<file path="src/rtl/pbs_pkg.sv">
// Shared types, widths and codes for the packet burst splitter.
package pbs_pkg;

  // Store geometry
  localparam int MAX_UNIQUE = 16;
  localparam int CNT_W      = $clog2(MAX_UNIQUE + 1);

  // Field widths
  localparam int OP_W      = 1;
  localparam int TIME_W    = 63;
  localparam int LEN_W     = 17;
  localparam int LIMIT_W   = 48;
  localparam int UL_W      = 5;
  localparam int PKT_CNT_W = 16;
  localparam int CMP_W     = (CNT_W > UL_W) ? CNT_W : UL_W;

  localparam logic [PKT_CNT_W-1:0] PKT_CNT_MAX = {PKT_CNT_W{1'b1}};

  // Op codes
  localparam logic [OP_W-1:0] OP_PACKET = 1'b0;
  localparam logic [OP_W-1:0] OP_FLUSH  = 1'b1;

  // Configuration register indexes
  localparam int CFG_IDX_W  = 2;
  localparam int CFG_DATA_W = LIMIT_W;
  localparam logic [CFG_IDX_W-1:0] REG_INNER_GAP  = 2'd0;
  localparam logic [CFG_IDX_W-1:0] REG_OUTER_SPAN = 2'd1;
  localparam logic [CFG_IDX_W-1:0] REG_UNIQUE_LIM = 2'd2;
  localparam logic [CFG_IDX_W-1:0] REG_LONG_SHORT = 2'd3;

  // Control handed from the burst logic to the length store chain
  typedef struct packed {
    logic             shift;       // push len into cell 0, rest move up one
    logic [LEN_W-1:0] len;         // length to compare and to push
    logic [CNT_W-1:0] live_count;  // cells below this index hold live entries
  } pbs_chain_ctl_t;

endpackage

</file>
<file path="src/rtl/pbs_if.sv">
// Valid/ready channel interfaces for packet beats and result beats.
interface pbs_in_if;
  import pbs_pkg::*;
  logic                     valid;
  logic                     ready;
  logic [OP_W-1:0]          op;
  logic [TIME_W-1:0]        arrival_time;
  logic signed [LEN_W-1:0]  signed_length;

  modport source (output valid, op, arrival_time, signed_length, input ready);
  modport sink   (input valid, op, arrival_time, signed_length, output ready);
endinterface

interface pbs_out_if;
  import pbs_pkg::*;
  logic                  valid;
  logic                  ready;
  logic                  burst_closed;
  logic                  closed_is_long;
  logic [PKT_CNT_W-1:0]  closed_packet_count;

  modport source (output valid, burst_closed, closed_is_long, closed_packet_count,
                  input ready);
  modport sink   (input valid, burst_closed, closed_is_long, closed_packet_count,
                  output ready);
endinterface

</file>
<file path="src/rtl/pbs_cell.sv">
// One cell of the unique-length store: holds a length, matches it, passes it on.
module pbs_cell (
  input  logic                      clk,
  input  logic                      shift,
  input  logic [pbs_pkg::LEN_W-1:0] din,
  input  logic [pbs_pkg::LEN_W-1:0] probe,
  input  logic                      live,
  input  logic                      hit_in,
  output logic [pbs_pkg::LEN_W-1:0] dout,
  output logic                      hit_out
);
  import pbs_pkg::*;

  logic [LEN_W-1:0] len_r;

  // Take the neighbor's value when the chain shifts
  always_ff @(posedge clk) begin
    if (shift) begin
      len_r <= din;
    end
  end

  assign dout    = len_r;
  // Match ripples down the row
  assign hit_out = hit_in | (live & (len_r == probe));
endmodule

</file>
<file path="src/rtl/pbs_cell_chain.sv">
// Row of length cells: parallel match of a length, push-in at the head.
module pbs_cell_chain (
  input  logic                    clk,
  input  pbs_pkg::pbs_chain_ctl_t ctl,
  output logic                    known
);
  import pbs_pkg::*;

  logic [LEN_W-1:0] data [MAX_UNIQUE+1];
  logic             hit  [MAX_UNIQUE+1];

  assign data[0] = ctl.len;
  assign hit[0]  = 1'b0;

  for (genvar i = 0; i < MAX_UNIQUE; i++) begin : g_cell
    pbs_cell u_cell (
      .clk     (clk),
      .shift   (ctl.shift),
      .din     (data[i]),
      .probe   (ctl.len),
      .live    (CNT_W'(i) < ctl.live_count),
      .hit_in  (hit[i]),
      .dout    (data[i+1]),
      .hit_out (hit[i+1])
    );
  end

  assign known = hit[MAX_UNIQUE];
endmodule

</file>
<file path="src/rtl/packet_burst_long_short_splitter.sv">
// Top level of the packet burst splitter: burst state, limits and result register.
//
// Cuts a time-ordered packet stream into bursts. Every accepted beat, packet or
// end-of-stream flush, yields exactly one registered result beat: whether a burst
// was closed, whether it was long, and its saturated packet count. The burst state,
// the two 63-bit time compares and the match across the sixteen-cell length store
// all settle within the cycle of the accepting edge. A single result register holds
// the outcome; the next beat enters in the cycle the sink takes the pending result,
// so one beat is taken per clock cycle while the sink keeps up. Limits are written
// through the cfg_ port, by the user only while idle; the block does not enforce it.
module packet_burst_long_short_splitter (
  input  logic                           clk,
  input  logic                           rst_n,
  input  logic                           cfg_we,
  input  logic [pbs_pkg::CFG_IDX_W-1:0]  cfg_index,
  input  logic [pbs_pkg::CFG_DATA_W-1:0] cfg_wdata,
  pbs_in_if.sink                         in_ch,
  pbs_out_if.source                      out_ch
);
  import pbs_pkg::*;

  // Configuration registers
  logic [LIMIT_W-1:0] inner_gap_r, outer_span_r;
  logic [UL_W-1:0]    unique_limit_r;
  logic               long_short_r;

  // Burst state
  logic                 burst_open_r, burst_open_nxt;
  logic [TIME_W-1:0]    first_time_r, first_time_nxt;
  logic [TIME_W-1:0]    last_time_r, last_time_nxt;
  logic [CNT_W-1:0]     unique_count_r, unique_count_nxt;
  logic [PKT_CNT_W-1:0] packet_count_r, packet_count_nxt;

  // Result register
  logic                 out_valid_r, out_valid_nxt;
  logic                 res_closed_r, res_closed_nxt;
  logic                 res_long_r, res_long_nxt;
  logic [PKT_CNT_W-1:0] res_count_r, res_count_nxt;

  logic                 in_fire;
  logic                 is_flush;
  logic [TIME_W:0]      gap_diff, span_diff;
  logic                 gap_split, span_split, uniq_split;
  logic [CMP_W-1:0]     lim_ext;
  logic                 known;
  logic                 closed, is_long;
  logic [CNT_W-1:0]     count_after;
  logic                 known_after;
  pbs_chain_ctl_t       chain_ctl;

  assign in_fire  = in_ch.valid && in_ch.ready;
  assign is_flush = (in_ch.op == OP_FLUSH);

  // Config write port
  always_ff @(posedge clk) begin
    if (!rst_n) begin
      inner_gap_r    <= '0;
      outer_span_r   <= '0;
      unique_limit_r <= UL_W'(MAX_UNIQUE);
      long_short_r   <= 1'b0;
    end else if (cfg_we) begin
      case (cfg_index)
        REG_INNER_GAP:  inner_gap_r    <= cfg_wdata[LIMIT_W-1:0];
        REG_OUTER_SPAN: outer_span_r   <= cfg_wdata[LIMIT_W-1:0];
        REG_UNIQUE_LIM: unique_limit_r <= cfg_wdata[UL_W-1:0];
        REG_LONG_SHORT: long_short_r   <= cfg_wdata[0];
        default: ;
      endcase
    end
  end

  // Gap and span; time going backwards counts as zero
  assign gap_diff   = {1'b0, in_ch.arrival_time} - {1'b0, last_time_r};
  assign span_diff  = {1'b0, in_ch.arrival_time} - {1'b0, first_time_r};
  assign gap_split  = !gap_diff[TIME_W] &&
                      (gap_diff[TIME_W-1:0] > TIME_W'(inner_gap_r));
  assign span_split = !span_diff[TIME_W] &&
                      (span_diff[TIME_W-1:0] > TIME_W'(outer_span_r));

  // Uniqueness rule with the limit clamped to the store size
  assign lim_ext    = (CMP_W'(unique_limit_r) > CMP_W'(MAX_UNIQUE)) ?
                      CMP_W'(MAX_UNIQUE) : CMP_W'(unique_limit_r);
  assign uniq_split = (lim_ext != '0) && (CMP_W'(unique_count_r) == lim_ext) && !known;

  // Close decision
  always_comb begin
    closed  = 1'b0;
    is_long = 1'b0;
    if (burst_open_r) begin
      if (is_flush) begin
        closed = 1'b1;
      end else if (gap_split) begin
        closed = 1'b1;
      end else if (span_split || uniq_split) begin
        closed  = 1'b1;
        is_long = long_short_r;
      end
    end
  end

  // Store view after a possible close
  assign count_after = closed ? '0 : unique_count_r;
  assign known_after = known && !closed;

  assign chain_ctl.len        = in_ch.signed_length;
  assign chain_ctl.live_count = unique_count_r;
  assign chain_ctl.shift      = in_fire && !is_flush && !known_after &&
                                (count_after < CNT_W'(MAX_UNIQUE));

  pbs_cell_chain u_chain (
    .clk   (clk),
    .ctl   (chain_ctl),
    .known (known)
  );

  // Next burst state
  always_comb begin
    burst_open_nxt   = burst_open_r;
    first_time_nxt   = first_time_r;
    last_time_nxt    = last_time_r;
    unique_count_nxt = unique_count_r;
    packet_count_nxt = packet_count_r;
    if (in_fire) begin
      if (is_flush) begin
        if (burst_open_r) begin
          burst_open_nxt   = 1'b0;
          unique_count_nxt = '0;
          packet_count_nxt = '0;
        end
      end else begin
        burst_open_nxt = 1'b1;
        if (!burst_open_r || closed) begin
          first_time_nxt   = in_ch.arrival_time;
          packet_count_nxt = PKT_CNT_W'(1);
        end else if (packet_count_r != PKT_CNT_MAX) begin
          packet_count_nxt = packet_count_r + PKT_CNT_W'(1);
        end
        last_time_nxt    = in_ch.arrival_time;
        unique_count_nxt = count_after + CNT_W'(chain_ctl.shift);
      end
    end
  end

  // Result register; a new beat may enter while the sink takes the old one
  assign in_ch.ready = !out_valid_r || out_ch.ready;

  always_comb begin
    out_valid_nxt  = out_valid_r;
    res_closed_nxt = res_closed_r;
    res_long_nxt   = res_long_r;
    res_count_nxt  = res_count_r;
    if (in_fire) begin
      out_valid_nxt  = 1'b1;
      res_closed_nxt = closed;
      res_long_nxt   = closed && is_long;
      res_count_nxt  = closed ? packet_count_r : '0;
    end else if (out_ch.ready) begin
      out_valid_nxt = 1'b0;
    end
  end

  always_ff @(posedge clk) begin
    if (!rst_n) begin
      burst_open_r   <= 1'b0;
      first_time_r   <= '0;
      last_time_r    <= '0;
      unique_count_r <= '0;
      packet_count_r <= '0;
      out_valid_r    <= 1'b0;
    end else begin
      burst_open_r   <= burst_open_nxt;
      first_time_r   <= first_time_nxt;
      last_time_r    <= last_time_nxt;
      unique_count_r <= unique_count_nxt;
      packet_count_r <= packet_count_nxt;
      out_valid_r    <= out_valid_nxt;
    end
  end

  always_ff @(posedge clk) begin
    res_closed_r <= res_closed_nxt;
    res_long_r   <= res_long_nxt;
    res_count_r  <= res_count_nxt;
  end

  assign out_ch.valid               = out_valid_r;
  assign out_ch.burst_closed        = res_closed_r;
  assign out_ch.closed_is_long      = res_long_r;
  assign out_ch.closed_packet_count = res_count_r;

  // Checks
  a_long_needs_close: assert property (@(posedge clk) disable iff (!rst_n)
    out_valid_r && res_long_r |-> res_closed_r)
    else $error("long flag without a closed burst");

  a_closed_not_empty: assert property (@(posedge clk) disable iff (!rst_n)
    out_valid_r && res_closed_r |-> res_count_r != '0)
    else $error("closed burst with zero packets");

  a_store_bound: assert property (@(posedge clk) disable iff (!rst_n)
    unique_count_r <= CNT_W'(MAX_UNIQUE))
    else $error("unique count beyond store size");

  a_flush_closes: assert property (@(posedge clk) disable iff (!rst_n)
    in_fire && is_flush |=> !burst_open_r && unique_count_r == '0)
    else $error("flush left a burst open");

  a_packet_opens: assert property (@(posedge clk) disable iff (!rst_n)
    in_fire && !is_flush |=> burst_open_r && packet_count_r != '0 &&
                             unique_count_r != '0)
    else $error("packet did not open or join a burst");
endmodule
</file>
<file path="src/flat_wrapper.sv">
// flat-port wrapper written by rule: the top's interface ports become plain ports
module packet_burst_long_short_splitter_flat import pbs_pkg::*;
  (clk, rst_n, cfg_we, cfg_index, cfg_wdata, in_ch_valid, in_ch_op, in_ch_arrival_time, in_ch_signed_length, in_ch_ready, out_ch_valid, out_ch_burst_closed, out_ch_closed_is_long, out_ch_closed_packet_count, out_ch_ready);
  pbs_in_if in_ch_i ();
  pbs_out_if out_ch_i ();
  input  logic clk;
  input  logic rst_n;
  input  logic cfg_we;
  input  logic [pbs_pkg::CFG_IDX_W-1:0] cfg_index;
  input  logic [pbs_pkg::CFG_DATA_W-1:0] cfg_wdata;
  input wire logic [$bits(in_ch_i.valid)-1:0] in_ch_valid;
  input wire logic [$bits(in_ch_i.op)-1:0] in_ch_op;
  input wire logic [$bits(in_ch_i.arrival_time)-1:0] in_ch_arrival_time;
  input wire logic [$bits(in_ch_i.signed_length)-1:0] in_ch_signed_length;
  output wire logic [$bits(in_ch_i.ready)-1:0] in_ch_ready;
  output wire logic [$bits(out_ch_i.valid)-1:0] out_ch_valid;
  output wire logic [$bits(out_ch_i.burst_closed)-1:0] out_ch_burst_closed;
  output wire logic [$bits(out_ch_i.closed_is_long)-1:0] out_ch_closed_is_long;
  output wire logic [$bits(out_ch_i.closed_packet_count)-1:0] out_ch_closed_packet_count;
  input wire logic [$bits(out_ch_i.ready)-1:0] out_ch_ready;
  assign in_ch_i.valid = in_ch_valid;
  assign in_ch_i.op = in_ch_op;
  assign in_ch_i.arrival_time = in_ch_arrival_time;
  assign in_ch_i.signed_length = in_ch_signed_length;
  assign in_ch_ready = in_ch_i.ready;
  assign out_ch_valid = out_ch_i.valid;
  assign out_ch_burst_closed = out_ch_i.burst_closed;
  assign out_ch_closed_is_long = out_ch_i.closed_is_long;
  assign out_ch_closed_packet_count = out_ch_i.closed_packet_count;
  assign out_ch_i.ready = out_ch_ready;
  packet_burst_long_short_splitter u_core (.clk(clk), .rst_n(rst_n), .cfg_we(cfg_we), .cfg_index(cfg_index), .cfg_wdata(cfg_wdata), .in_ch(in_ch_i), .out_ch(out_ch_i));
endmodule
</file>
<file path="config.mk">
export PLATFORM = sky130hd
export DESIGN_NAME = packet_burst_long_short_splitter_flat
export DESIGN_NICKNAME = d
export VERILOG_FILES = /design/src/rtl/pbs_pkg.sv /design/src/rtl/pbs_if.sv /design/src/rtl/pbs_cell.sv /design/src/rtl/pbs_cell_chain.sv /design/src/rtl/packet_burst_long_short_splitter.sv /design/src/flat_wrapper.sv
export SDC_FILE = /design/constraint.sdc
export NUM_CORES = 1
export LEC_CHECK = 0
export BUFFER_PORTS_ARGS = -buffer_cell sky130_fd_sc_hd__buf_2
export CORE_MARGIN = 2
export CORE_UTILIZATION = 60
export DETAILED_ROUTE_END_ITERATION = 16
export PLACE_DENSITY_LB_ADDON = 0.08
export SETUP_SLACK_MARGIN = 0.02
export SYNTH_ARGS = -nofsm -noshare
export SYNTH_HDL_FRONTEND = slang
export SYNTH_SLANG_ARGS = --single-unit
</file>
<file path="constraint.sdc">
create_clock -name clk -period 58.2 [get_ports clk]
set_clock_uncertainty 0.2 [all_clocks]
set_input_delay 17.46 -clock clk [delete_from_list [all_inputs] [get_ports clk]]
set_output_delay 17.46 -clock clk [all_outputs]
set_load 0.01 [all_outputs]
</file>
After elaboration in Yosys (flattened, before gate mapping):

Index checks and enable logic that the tools add are counted.

* register bits after elaboration: 541
* bits of input ports: 136
* output and inout bits: 20
* word-level logic and storage cells: 159

* add/subtract/negate cells: 4
* order comparisons: 20
* equality and inequality tests: 22
* muxes and demuxes: 19
* bitwise logic cells: 32
* reductions and logical operators: 33

Operators with widths (number)
* 17-bit equality test: 16
* 63-bit by 63-bit subtractor with 64-bit output: 2
* 63-bit by 48-bit greater-than comparator with 1-bit output: 2
* 16-bit two-way mux: 4
* 4-bit by 5-bit < comparator with 1-bit output (first input constant): 8
* 3-bit by 5-bit < comparator with 1-bit output (first input constant): 4
* 5-bit two-way mux: 4
* 16-bit by 1-bit adder with 16-bit output (second input constant): 1
* 1-bit AND: 16
* 16-bit != test (second input constant): 1
* 1-bit OR: 15
* 2-bit AND reduction: 6
* 1-bit two-way mux: 11
* 1-bit logical AND: 10
* 1-bit by 5-bit < comparator with 1-bit output (first input constant): 2
* 2-bit by 5-bit < comparator with 1-bit output (first input constant): 2
* 1-bit zero test: 8
* 3-bit AND reduction: 2
* 5-bit by 1-bit adder with 5-bit output: 1
* 5-bit equality test: 1
* 5-bit greater-than comparator (second input constant): 1
* 5-bit < comparator (second input constant): 1
* 5-bit nonzero test: 1
* 2-bit equality test (second input constant): 2
* 7 further kinds: 9

Depth between registers and ports, before layout:

* word-level depth: 31
* gate-level depth with buffers: 34
* gate-level depth less buffers: 33

By module:

Synthesis repeated with hierarchy kept, for this count alone.

* cell total of the unflattened synthesis: 3613
* area, all modules: 32456.1 um^2

Modules (own cells, without submodules)
* packet_burst_long_short_splitter: instances 1, cells each 2945, area an instance 21104.0 um^2
* pbs_cell: instances 16, cells each 40, area an instance 699.4 um^2
* pbs_cell_chain: instances 1, cells each 28, area an instance 161.4 um^2

Worst setup path before layout:

OpenSTA, ideal clock, no wires.

* path type: input -> register
* start: in in_ch_arrival_time[0]
* end: reg u_core.unique_count_r[2]
* setup time: 0.129 ns
* arrival: 37.106 ns
* data required time: 57.871 ns
* path slack: 20.764 ns
* cell stages on the path: 31
* path through: inv_1 ha_1 inv_1 fa_1 a211oi_1 o21ai_0 o211a_1 o21a_1 nor3_2 nor2b_1 o21ai_0 xor2_1 ha_1 nand4_1 nor3_1 and3_1 nand2_1 o32a_1 and4_1 o2111ai_1 nor4_1 nor4b_2 a21oi_1 o21ai_4 a21oi_1 ha_1 ha_1 nor2b_1 o21ai_0 nor4b_1 a211oi_1

RTL lines
* start: declaration: RTL line flat_wrapper.sv:13 `input wire logic [$bits(in_ch_i.arrival_time)-1:0] in_ch_arrival_time;`
* end signal: assignment: RTL line packet_burst_long_short_splitter.sv:174 `unique_count_r <= unique_count_nxt;`
* end: declaration: RTL line packet_burst_long_short_splitter.sv:31 `logic [CNT_W-1:0] unique_count_r, unique_count_nxt;`

Final worst setup path:

* start: in out_ch_ready
* end: out in_ch_ready

* word-level cells in the longest chain between the ends: 1

RTL lines
* start: declaration: RTL line flat_wrapper.sv:20 `input wire logic [$bits(out_ch_i.ready)-1:0] out_ch_ready;`
* 1-bit logical OR: RTL line packet_burst_long_short_splitter.sv:145 `assign in_ch.ready = !out_valid_r || out_ch.ready;`
* end: declaration: RTL line flat_wrapper.sv:15 `output wire logic [$bits(in_ch_i.ready)-1:0] in_ch_ready;`

Every way passes these cells.

==> run metrics <==
Max FO, Critical Path 3; fmax 28.15 MHz; vias in the first global route 25702; clk slew on worst S/H paths 0.06 ns; htree depth 2; final core utilization 0.6609; Post-Synth Simple-Gate Area 0.1624; worst ir drop on vdd 32.75 uV; number of core rows 86; RePlAce Congestion 0.9995; Post-synth EDFFs 290; Worst R2R Start u_core.first_time_r[0]$_SDFFE_PN0P_; sequential area share after synthesis 0.4144; Post-DP Area 34250 um^2; Clock Path Buffers 3; ys async rst share 0; Final Setup Violations 0; Initial Utilization 0.6039; clock power share 0.382; WL/cell 21.28 um; DR vias/cell 6.090; HP Class register to register; die area 57140 um^2; CP peak stage delay 0.16 ns; global route total overflow 0; number of CTS-inserted buffers 58; adder-cell share of the synthesized area 0.08615; Min-Delay Endpoint u_core.u_chain.g_cell[15].u_cell.dout[9]$_DFFE_PP_; area share of the largest cell type after synthesis 0.2628; status complete, no violations; first-pass GRT wire length 143400 um; largest family of logic cells by synthesized area simple AND/OR/NAND/NOR gates; Synth area leaders edfxtp_1, dfxtp_1, ha_1; Clk Latency, worst-skew pair 0.67 ns; CTS resizes 0; CP cell instances buf_2 > nand2b_1 > buf_2; Psw 0.3003 mW; DIE HEIGHT 239.0 um; Logic pwr share 0.201; Sw Share 0.2935; Pre-Repair DR Iteration Count 8; setup_tns 0 ns; final hold slack 0.2366 ns; Die W 239.0 um; share of layout cells above drive strength 1 0.08480; via count 26766; worst-margin pin slew 1.261 ns; initial DRC count 2401; worst path required time 40.54 ns; flop-to-flop setup slack 48.82 ns; Slew Limit Fails 0; CTS tree done; Crit Path Class primary input to primary output; number of buffers added for setup after CTS 0; mux cell area share after synthesis 0.02341; largest net degree at the start of global routing 188; P_leak 12.91 nW; Startpoint Class primary input; Ant. Diodes 0; antenna-violating nets left 0; Area growth, synth to finish 9.438%; Hold Buf Count CTS 0; slew margin rel. 0.1520; Root Buffer clkbuf_16; DRC violation count after routing 0; most used cell, CP buf_2; I/O Buffers 155; Cells after Synth 3578; CTS sink count 541; Hold Vio Cnt, Final 0; slowest CP cell nand2b_1; Mapped Nets 3941; Total GRT Usage 0.3229; post-synthesis compound-gate area fraction 0.1606; internal power 0.7229 mW; Flop pwr share 0.417; Synth Flop Type edfxtp_1; DP Wirelength 71580 um; Yosys cell types 102; Avg Inst Size Synth 9.263 um^2; core region area 54880 um^2; Detailed Route WL 93550 um; Final Cycle Share 0.6103; minimum clock period 35.52 ns; HP Start u_core.u_chain.g_cell[14].u_cell.dout[9]$_DFFE_PP_; # nets final 4006; Critical R2R Capture u_core.u_chain.g_cell[7].u_cell.dout[6]$_DFFE_PP_; post-route cell area 36270 um^2; Synth area leader edfxtp_1; Arr. time, crit path 17.86 ns; Worst Reg-to-Reg Cells 25; Synth Area in XOR/XNOR 0.09989; CP Capture Type primary output; hold depth 0; yosys warns 0; RSZ-0062 raised after global routing false; Ports 156; power density over the cells 28.21 nW/um^2; number of max-cap violations 0; initial antenna violation count 1; Yosys reg bits 541; synthesized area 33140 um^2
layer usage:
layer | vias to the layer above | share of wire | global-route usage
met5 | - | 0.00014 | 0
met4 | 2 | 0.044 | 0.1341
met3 | 205 | 0.062 | 0.04342
met2 | 961 | 0.47 | 0.5362
met1 | 12868 | 0.43 | 0.4255
li1 | 12730 | - | -
cells by family (layout without fill, tap and decap cells):
group	count (synthesis)	after routing
and+or+nand+nor	1120	1120
buffers and inverters	441	554
muxes	77	77
xor gates and xnor gates	378	378
adders and majority gates	227	227
DFF	541	541
AOI/OAI and AO/OA	794	794
power by group through the flow:
stage | Sequential [mW] | Clock (mW) | Combinational (mW)
3_3_place_gp | 0.434 | 0 | 0.195
4_1_cts | 0.427 | 0.396 | 0.202
3_5_place_dp | 0.435 | 0 | 0.201
6_report | 0.427 | 0.391 | 0.205
5_1_grt | 0.428 | 0.410 | 0.226
2_1_floorplan | 0.437 | 0 | 0.144
Yosys cell counts, types with 14 or more instances:
library cell / instances
a211oi_1: 26
a21boi_0: 166
a21o_1: 44
a21oi_1: 208
a31oi_1: 17
and2_1: 34
and3_1: 15
buf_2: 33
clkbuf_1: 114
dfxtp_1: 251
edfxtp_1: 290
ha_1: 225
inv_1: 275
mux2i_1: 73
nand2_1: 496
nand2b_1: 14
nand3_1: 53
nand4_1: 112
nor2_1: 136
nor2b_1: 89
nor3_1: 59
nor4_1: 44
o211ai_1: 17
o21a_1: 31
o21ai_0: 131
o21ai_1: 16
o21bai_1: 16
or3_1: 18
xnor2_1: 218
xor2_1: 160
flip-flops by register name (all words and copies together), names as in the netlist:
| signal | cells |
|---|---|
| u_core.burst_open_r | 1 |
| u_core.first_time_r | 63 |
| u_core.inner_gap_r | 48 |
| u_core.last_time_r | 63 |
| u_core.long_short_r | 1 |
| u_core.out_ch.burst_closed | 1 |
| u_core.out_ch.closed_is_long | 1 |
| u_core.out_ch.closed_packet_count | 16 |
| u_core.out_ch.valid | 1 |
| u_core.outer_span_r | 48 |
| u_core.packet_count_r | 16 |
| u_core.u_chain.g_cell.u_cell.dout | 272 |
| u_core.unique_count_r | 5 |
| u_core.unique_limit_r | 5 |
worst max-delay path, delay by kind of cell:
kind                   cells  cell delay (ns)
AND/OR/NAND/NOR            1             0.16
buffers and inverters      2             0.25
how the worst max path moves through the flow:
stage                                      from  slack (ns)                                     to
after global routing               out_ch_ready       22.66                            in_ch_ready
final                              out_ch_ready       22.68                            in_ch_ready
after global placement             out_ch_ready       22.68                            in_ch_ready
after CTS                          out_ch_ready       22.68                            in_ch_ready
after floorplan           in_ch_arrival_time[0]       20.76  u_core.unique_count_r[2]$_SDFFE_PN0P_
after detailed placement           out_ch_ready       22.68                            in_ch_ready
layout make-up:
type | count | area, um^2
inverter | 276 | 1036
tap | 704 | 880.8
clock inverter | 35 | 461.7
sequential | 541 | 13730
fill | 4436 | 18610
timing repair buffer | 170 | 907.1
multi-input combinational | 2596 | 17690
clock buffer | 73 | 1562
layout by cell type, fill, tap and decap left out, drive strengths merged, types with 34 or more instances in the layout:
cell    instances
nand2         497
edfxtp        290
inv           278
dfxtp         251
ha            225
xnor2         218
a21oi         210
buf           170
a21boi        169
xor2          160
o21ai         150
nor2          137
nand4         113
nor2b          89
mux2i          73
clkbuf         73
nor3           63
nand3          53
a21o           44
nor4           44
and2           34
per-stage QoR:
| step | cells | power, mW | setup WS [ns] |
|---|---|---|---|
| global placement | 4287 | 0.6289 | 22.68 |
| global route | 4395 | 1.065 | 22.66 |
| floorplan | 3578 | 0.5806 | 20.76 |
| CTS | 4395 | 1.025 | 22.68 |
| detailed placement | 4287 | 0.6355 | 22.68 |
| finish | 4395 | 1.023 | 22.68 |
Power figures use the tool's default switching activity.
